File: src/acfb_pkg.sv
// types, constants and round functions for the aes192 cfb128 unit
package acfb_pkg;

  localparam int KEY_WORDS  = 52;
  localparam int NUM_ROUNDS = 12;
  localparam int RK_DEPTH   = 13;
  localparam int RK_AW      = 4;
  localparam int WIDX_W     = 6;

  localparam logic [2:0] CFG_KEY0 = 3'd0;
  localparam logic [2:0] CFG_KEY1 = 3'd1;
  localparam logic [2:0] CFG_KEY2 = 3'd2;
  localparam logic [2:0] CFG_IV0  = 3'd3;
  localparam logic [2:0] CFG_IV1  = 3'd4;
  localparam logic [2:0] CFG_DIR  = 3'd5;

  typedef struct packed {
    logic                exp_en;
    logic [WIDX_W-1:0]   exp_idx;
    logic                load;
    logic                rnd_en;
    logic                rnd_first;
    logic                rnd_last;
    logic [RK_AW-1:0]    rk_raddr;
    logic                finish;
  } cmd_t;

  typedef struct packed {
    logic key_wr;
  } status_t;

  localparam logic [7:0] SBOX [256] = '{
    8'h63, 8'h7c, 8'h77, 8'h7b, 8'hf2, 8'h6b, 8'h6f, 8'hc5,
    8'h30, 8'h01, 8'h67, 8'h2b, 8'hfe, 8'hd7, 8'hab, 8'h76,
    8'hca, 8'h82, 8'hc9, 8'h7d, 8'hfa, 8'h59, 8'h47, 8'hf0,
    8'had, 8'hd4, 8'ha2, 8'haf, 8'h9c, 8'ha4, 8'h72, 8'hc0,
    8'hb7, 8'hfd, 8'h93, 8'h26, 8'h36, 8'h3f, 8'hf7, 8'hcc,
    8'h34, 8'ha5, 8'he5, 8'hf1, 8'h71, 8'hd8, 8'h31, 8'h15,
    8'h04, 8'hc7, 8'h23, 8'hc3, 8'h18, 8'h96, 8'h05, 8'h9a,
    8'h07, 8'h12, 8'h80, 8'he2, 8'heb, 8'h27, 8'hb2, 8'h75,
    8'h09, 8'h83, 8'h2c, 8'h1a, 8'h1b, 8'h6e, 8'h5a, 8'ha0,
    8'h52, 8'h3b, 8'hd6, 8'hb3, 8'h29, 8'he3, 8'h2f, 8'h84,
    8'h53, 8'hd1, 8'h00, 8'hed, 8'h20, 8'hfc, 8'hb1, 8'h5b,
    8'h6a, 8'hcb, 8'hbe, 8'h39, 8'h4a, 8'h4c, 8'h58, 8'hcf,
    8'hd0, 8'hef, 8'haa, 8'hfb, 8'h43, 8'h4d, 8'h33, 8'h85,
    8'h45, 8'hf9, 8'h02, 8'h7f, 8'h50, 8'h3c, 8'h9f, 8'ha8,
    8'h51, 8'ha3, 8'h40, 8'h8f, 8'h92, 8'h9d, 8'h38, 8'hf5,
    8'hbc, 8'hb6, 8'hda, 8'h21, 8'h10, 8'hff, 8'hf3, 8'hd2,
    8'hcd, 8'h0c, 8'h13, 8'hec, 8'h5f, 8'h97, 8'h44, 8'h17,
    8'hc4, 8'ha7, 8'h7e, 8'h3d, 8'h64, 8'h5d, 8'h19, 8'h73,
    8'h60, 8'h81, 8'h4f, 8'hdc, 8'h22, 8'h2a, 8'h90, 8'h88,
    8'h46, 8'hee, 8'hb8, 8'h14, 8'hde, 8'h5e, 8'h0b, 8'hdb,
    8'he0, 8'h32, 8'h3a, 8'h0a, 8'h49, 8'h06, 8'h24, 8'h5c,
    8'hc2, 8'hd3, 8'hac, 8'h62, 8'h91, 8'h95, 8'he4, 8'h79,
    8'he7, 8'hc8, 8'h37, 8'h6d, 8'h8d, 8'hd5, 8'h4e, 8'ha9,
    8'h6c, 8'h56, 8'hf4, 8'hea, 8'h65, 8'h7a, 8'hae, 8'h08,
    8'hba, 8'h78, 8'h25, 8'h2e, 8'h1c, 8'ha6, 8'hb4, 8'hc6,
    8'he8, 8'hdd, 8'h74, 8'h1f, 8'h4b, 8'hbd, 8'h8b, 8'h8a,
    8'h70, 8'h3e, 8'hb5, 8'h66, 8'h48, 8'h03, 8'hf6, 8'h0e,
    8'h61, 8'h35, 8'h57, 8'hb9, 8'h86, 8'hc1, 8'h1d, 8'h9e,
    8'he1, 8'hf8, 8'h98, 8'h11, 8'h69, 8'hd9, 8'h8e, 8'h94,
    8'h9b, 8'h1e, 8'h87, 8'he9, 8'hce, 8'h55, 8'h28, 8'hdf,
    8'h8c, 8'ha1, 8'h89, 8'h0d, 8'hbf, 8'he6, 8'h42, 8'h68,
    8'h41, 8'h99, 8'h2d, 8'h0f, 8'hb0, 8'h54, 8'hbb, 8'h16
  };

  function automatic logic [7:0] xtime(input logic [7:0] x);
    return {x[6:0], 1'b0} ^ (x[7] ? 8'h1b : 8'h00);
  endfunction

  function automatic logic [31:0] sub_word(input logic [31:0] w);
    logic [31:0] r;
    for (int i = 0; i < 4; i++) begin
      r[8*i +: 8] = SBOX[w[8*i +: 8]];
    end
    return r;
  endfunction

  // subbytes, shiftrows and, except in the last round, mixcolumns
  function automatic logic [127:0] aes_round(input logic [127:0] s, input logic last);
    logic [7:0]   b [16];
    logic [7:0]   t [16];
    logic [7:0]   a0, a1, a2, a3;
    logic [127:0] r;
    for (int i = 0; i < 16; i++) begin
      b[i] = SBOX[s[8*i +: 8]];
    end
    for (int c = 0; c < 4; c++) begin
      for (int i = 0; i < 4; i++) begin
        t[i + 4*c] = b[i + 4*((c + i) & 3)];
      end
    end
    for (int c = 0; c < 4; c++) begin
      a0 = t[4*c];
      a1 = t[4*c+1];
      a2 = t[4*c+2];
      a3 = t[4*c+3];
      if (last) begin
        r[32*c +: 32] = {a3, a2, a1, a0};
      end else begin
        r[32*c      +: 8] = xtime(a0) ^ xtime(a1) ^ a1 ^ a2 ^ a3;
        r[32*c + 8  +: 8] = a0 ^ xtime(a1) ^ xtime(a2) ^ a2 ^ a3;
        r[32*c + 16 +: 8] = a0 ^ a1 ^ xtime(a2) ^ xtime(a3) ^ a3;
        r[32*c + 24 +: 8] = xtime(a0) ^ a0 ^ a1 ^ a2 ^ xtime(a3);
      end
    end
    return r;
  endfunction

endpackage

File: src/acfb_ctrl.sv
// sequencer for key expansion, rounds and result handoff
module acfb_ctrl (
  input  logic             clk,
  input  logic             rst,
  input  logic             in_valid,
  output logic             in_ready,
  output logic             out_valid,
  input  logic             out_ready,
  input  acfb_pkg::status_t status,
  output acfb_pkg::cmd_t   cmd
);
  typedef enum logic [1:0] {ST_EXPAND, ST_IDLE, ST_ROUND, ST_FINISH} state_t;

  state_t                         state;
  logic [acfb_pkg::WIDX_W-1:0]    widx;
  logic [acfb_pkg::RK_AW-1:0]     rnd;

  assign in_ready = (state == ST_IDLE);

  always_comb begin
    cmd = '0;
    case (state)
      ST_EXPAND: begin
        cmd.exp_en  = 1'b1;
        cmd.exp_idx = widx;
      end
      ST_IDLE: begin
        cmd.load = in_valid;
      end
      ST_ROUND: begin
        cmd.rnd_en    = 1'b1;
        cmd.rnd_first = (rnd == '0);
        cmd.rnd_last  = (rnd == acfb_pkg::RK_AW'(acfb_pkg::NUM_ROUNDS));
        // after the last round point back at round key zero for the next block
        cmd.rk_raddr  = cmd.rnd_last ? '0 : rnd + acfb_pkg::RK_AW'(1);
      end
      ST_FINISH: begin
        cmd.finish = !out_valid || out_ready;
      end
      default: begin
        cmd = '0;
      end
    endcase
  end

  always_ff @(posedge clk) begin
    if (rst) begin
      state     <= ST_EXPAND;
      widx      <= '0;
      rnd       <= '0;
      out_valid <= 1'b0;
    end else begin
      if (out_valid && out_ready) begin
        out_valid <= 1'b0;
      end
      case (state)
        ST_EXPAND: begin
          widx <= widx + acfb_pkg::WIDX_W'(1);
          if (widx == acfb_pkg::WIDX_W'(acfb_pkg::KEY_WORDS - 1)) begin
            state <= ST_IDLE;
          end
        end
        ST_IDLE: begin
          if (in_valid) begin
            rnd   <= '0;
            state <= ST_ROUND;
          end
        end
        ST_ROUND: begin
          rnd <= rnd + acfb_pkg::RK_AW'(1);
          if (cmd.rnd_last) begin
            state <= ST_FINISH;
          end
        end
        ST_FINISH: begin
          if (cmd.finish) begin
            out_valid <= 1'b1;
            state     <= ST_IDLE;
          end
        end
        default: begin
          state <= ST_IDLE;
        end
      endcase
      // a key write restarts the schedule
      if (status.key_wr) begin
        widx  <= '0;
        state <= ST_EXPAND;
      end
    end
  end
endmodule

File: config.mk
export PLATFORM = sky130hd
export DESIGN_NAME = acfb_ctrl
export DESIGN_NICKNAME = d
export VERILOG_FILES = /design/src/acfb_pkg.sv /design/src/acfb_ctrl.sv
export SDC_FILE = /design/constraint.sdc
export NUM_CORES = 1
export LEC_CHECK = 0
export BUFFER_PORTS_ARGS = -buffer_cell sky130_fd_sc_hd__buf_2
export CORE_UTILIZATION = 57
export CTS_BUF_LIST = sky130_fd_sc_hd__clkbuf_4
export CTS_CLUSTER_DIAMETER = 40
export DETAILED_ROUTE_END_ITERATION = 8
export PLACE_DENSITY = 0.85
export SETUP_SLACK_MARGIN = 0.3
export SLEW_MARGIN = 5
export SYNTH_ARGS = -nofsm -noshare
export SYNTH_HDL_FRONTEND = slang
export SYNTH_SLANG_ARGS = --single-unit
export TNS_END_PERCENT = 20
File: constraint.sdc
create_clock -name clk -period 4.73 [get_ports clk]
set_clock_uncertainty 0.1 [all_clocks]
set_input_delay 0.473 -clock clk [delete_from_list [all_inputs] [get_ports clk]]
set_output_delay 0.473 -clock clk [all_outputs]
set_load 0.01 [all_outputs]
Word-level counts from Yosys, hierarchy flattened
Index checks and enable logic that the tools add are counted.
Storage, ports and cells
  RAM bits: 0
  bits in registers: 13
  memories: 0
  bits in latches: 0
  memory bits (read-only): 0
  output and inout port bits: 18
Cells by class
  divide/modulo/power cells: 0
  order comparisons: 0
  reduce and logical (&&, ||, !) cells: 9
  shift operators: 0
  bitwise gates (word level): 0
  muxes and demuxes: 15
  equal/unequal tests: 9
  $mul: 0
  $add $sub $neg: 2
Operators with widths (number)
  $mux W7: 2
  $mux W2: 4
  $mux W4: 2
  $ne A2 B2 Y1 const B: 4
  $pmux W2 S4: 1
  $pmux W4 S2: 1
  $add A6 B1 Y6 const B: 1
  $eq A6 B6 Y1 const B: 1
  $mux W1: 5
  $add A4 B1 Y4 const B: 1
  $eq A2 B2 Y1 const B: 2
  $eq A4 B4 Y1 const B: 1
  $logic_not A4 Y1: 1
  $reduce_and A4 Y1: 1
  $eq A2 B1 Y1 const B: 1
  $logic_not A2 Y1: 1
  $reduce_and A2 Y1: 1
  $reduce_bool A2 Y1: 1
  $reduce_or A2 Y1: 1
  $logic_and A1 B1 Y1: 1
  $logic_not A1 Y1: 1
  $logic_or A1 B1 Y1: 1

Depth between registers and ports, before layout
  depth in word-level cells: 5
  mapped depth: 7
  gate-level depth less buffers: 6

Worst setup path after synthesis
Ideal clock, no wire load.
  kind: reg-to-reg
  start: reg state[0]
  end: reg state[0]
  period minus slack after synthesis: 1.711 ns
  path slack: 3.019 ns
  buffers on the path: 1
  data arrival time: 1.490 ns
  stages on the path, launching flop included: 8
  cell sequence: dfxtp_1 -> inv_1 -> ha_1 -> buf_6 -> and2_2 -> a211oi_1 -> nand3_1 -> mux2i_1
On the way
  longest elaborated chain between the ends: 4
Ends and longest elaborated chain
  start: declaration: RTL line acfb_ctrl.sv:14  | state_t state;
  start signal: assignment: RTL line acfb_ctrl.sv:48  | state <= ST_EXPAND;
  start signal: assignment: RTL line acfb_ctrl.sv:60  | state <= ST_IDLE;
  start signal: assignment: RTL line acfb_ctrl.sv:66  | state <= ST_ROUND;
  $eq A2 B2 Y1: RTL line acfb_ctrl.sv:22, acfb_ctrl.sv:56
  $mux W7 / $mux W1 (equally long branches): RTL line acfb_ctrl.sv:22  | case (state)
  $ne A2 B2 Y1 (no line)
  $reduce_and A4 Y1 (no line)
Several ways; a longest one is shown, not always the timed one.
A chain may end at the register's enable or synchronous reset.

==> flow_summary.json <==
{
  "clockPowerShare": 0.390,
  "dp_hpwl_um": 1263,
  "synthSimpleGateAreaFrac": 0.3364,
  "synth_top_area_share": 0.3195,
  "maxCapViolations": 0,
  "worstPathMaxFanout": 9,
  "rows": 13,
  "required_ns": 4.16,
  "drcViolationCount": 0,
  "synth.most_common_cell": "nor2_1",
  "synth.largest_area_cell": "dfxtp_1",
  "grt_overflow": 0,
  "synth_nets": 114,
  "p_comb_frac": 0.044,
  "via_per_inst": 5.424,
  "antenna_found_initial": 0,
  "hold-path-cell-count": 2,
  "yosys_warnings": 0,
  "fin_crit_sh": 0.4465,
  "setup_tns_ns": 0,
  "hp-class": "in2reg",
  "cts_made_buffers": 3,
  "drt_iter0_drc": 12,
  "leakage_nw": 0.4586,
  "core_area_um2": 1318,
  "max-clock-path-buffers": 2,
  "power.total_mw": 0.1969,
  "critical-path-top-delay-family": "flip-flops",
  "areaGrowthSynthToFinish_pct": 17.67,
  "finalHoldViolations": 0,
  "relSlewSlack": 0.7112,
  "synth_cell_types": 27,
  "port_buffers": 22,
  "reg2regPathDepth": 6,
  "die_h_um": 39.80,
  "synthTopCellsByArea": "dfxtp_1 (32%), ha_1 (14%), nor2_1 (6.9%), nand2_1 (5.1%), and2_2 (4.6%)",
  "cts_sinks": 13,
  "htree_levels": 1,
  "peakVddDrop_mv": 0.2334,
  "end_kind": "output pin",
  "track_usage": 0.2550,
  "grt_pass1_vias": 604,
  "yosys.area_share.adder": 0.1382,
  "design_area_um2": 958.4,
  "cts_resized": 0,
  "die_w_um": 39.80,
  "wire_per_inst_um": 11.81,
  "cts_setup_buffers": 0,
  "rsz0062_at_grt": "false",
  "netlist_instances": 100,
  "hold_buffers": 0,
  "stdcell_count": 139,
  "clk_pin_slew_ns": 0.08,
  "routed_wl_um": 1642,
  "synth_seq_cells": 13,
  "seq_power_share": 0.566,
  "root_buffer": "clkbuf_4",
  "critical_path_depth": 5,
  "arrival_ns": 1.54,
  "crit_path_max_incr_delay_ns": 0.38,
  "boundaryPins": 23,
  "worst_pin_slew_ns": 0.4286,
  "grt_max_degree": 12,
  "grt_first_pass_wirelength_um": 2532,
  "switching_share": 0.2237,
  "clk_latency_ns": 0.28,
  "fmax_ghz": 0.4735,
  "antenna_left": 0,
  "syn_area_per_cell_um2": 8.145,
  "path_class": "reg2out",
  "yosys-top-cells-count": "nor2_1 (15), dfxtp_1 (13), nand2_1 (11)",
  "die_area_um2": 1584,
  "slew_viol_final": 0,
  "internal_power_mw": 0.1529,
  "dpl_cell_area_um2": 928.4,
  "synthesis.area_um2": 814.5,
  "initial_core_util": 0.6182,
  "critPathBufInv": 2,
  "worst_setup_path_start_kind": "register",
  "p_sw_mw": 0.04404,
  "synth_top_family_by_area": "simple AND/OR/NAND/NOR gates",
  "synthArstFlopShare": 0,
  "synthMuxAreaShare": 0.03687,
  "synth-seq-area-share": 0.3195,
  "path_cells": "inv_1, ha_1, nand2_1, a21oi_1, buf_2",
  "drtPass1Iterations": 4,
  "vias": 754,
  "crit_slowest_cell": "dfxtp_1",
  "gp_congestion": 0.7098,
  "synth_compound_area_frac": 0.08449,
  "fin_nets": 139,
  "period_needed_ns": 2.112,
  "synth_xor_area_frac": 0.04301,
  "synth-edff-count": 0,
  "drive_gt1_frac": 0.2742,
  "synthFlopType": "dfxtp_1",
  "setup_viol": 0,
  "dpl.cell_count": 135,
  "status": "complete, no violations",
  "cts_tree": "done",
  "diodes": 0,
  "p_per_area_nw_per_um2": 205.4
}
## layout make-up
type	count	area (um2)
flip-flops and latches	13	260.3
repair buffers	22	110.1
clock buffers	4	30.03
inverters	5	18.77
fillers	106	359.1
well taps	15	18.77
multi-input cells	80	520.5
## flip-flops by register name, summed over array words and instances, names as in the netlist
register and cells:
out_valid 1, rnd 4, state 2, widx 6
## layout by cell type, fill, tap and decap left out, drive strengths merged
cell type	instances
and3	1
buf	22
nor2b	2
inv	5
nand2b	3
o21ai	4
nor2	15
mux2i	3
nand2	11
and2	8
dfxtp	13
a22oi	1
nand3	6
xor2	3
nand4b	1
a211oi	1
a32oi	1
a21oi	5
or2	1
nor3	2
or3	2
clkbuf	4
ha	9
xnor2	1
## path summary, 6_finish.rpt
kind	from	to	slack (ns)
worst min register to register	widx[5]	widx[5]	0.42
worst max-delay path	state[0]	cmd[3]	2.62
worst max register to register	state[1]	widx[5]	2.88
worst min-delay path	rst	rnd[3]	0.36
## worst register-to-register path, stage by stage (launching register included)
cell,delay (ns)
dfxtp_1,0.36
inv_1,0.12
ha_1,0.38
and2_4,0.24
nand3_4,0.09
or3_1,0.35
a21oi_1,0.14
## metrics by stage
stage | hold slack (ns) | worst slack (ns) | util
after global routing | 0.3574 | 2.488 | 0.7274
after global placement | 0.3962 | 2.901 | 0.7047
after floorplan | 0.3664 | 3.019 | -
after CTS | 0.3586 | 2.617 | 0.7274
final | 0.3578 | 2.618 | 0.7274
after detailed placement | 0.4091 | 2.900 | 0.7047
## metal layers
| metal | routed length, um | track usage |
|---|---|---|
| met1 | 689 | 0.2509 |
| met2 | 858 | 0.4631 |
| met3 | 53 | 0.06818 |
| met4 | 40 | 0.1552 |
| met5 | 0 | 0 |
## power by group through the flow
stage / registers (mW) / logic, mW / clock network, mW
floorplan: 0.114 / 0.00477 / 0
global placement: 0.114 / 0.00827 / 0
detailed placement: 0.114 / 0.00878 / 0
CTS: 0.111 / 0.00888 / 0.0788
global route: 0.112 / 0.00962 / 0.0849
finish: 0.111 / 0.00869 / 0.0768
## cells by family (layout without fill, tap and decap cells)
logic type,after synthesis,in the layout
xor+xnor,4,4
simple gates,52,52
mux,3,3
compound gates,12,12
fa+ha+maj,9,9
buf+inv,7,31
flops,13,13
Power figures use the tool's default switching activity.
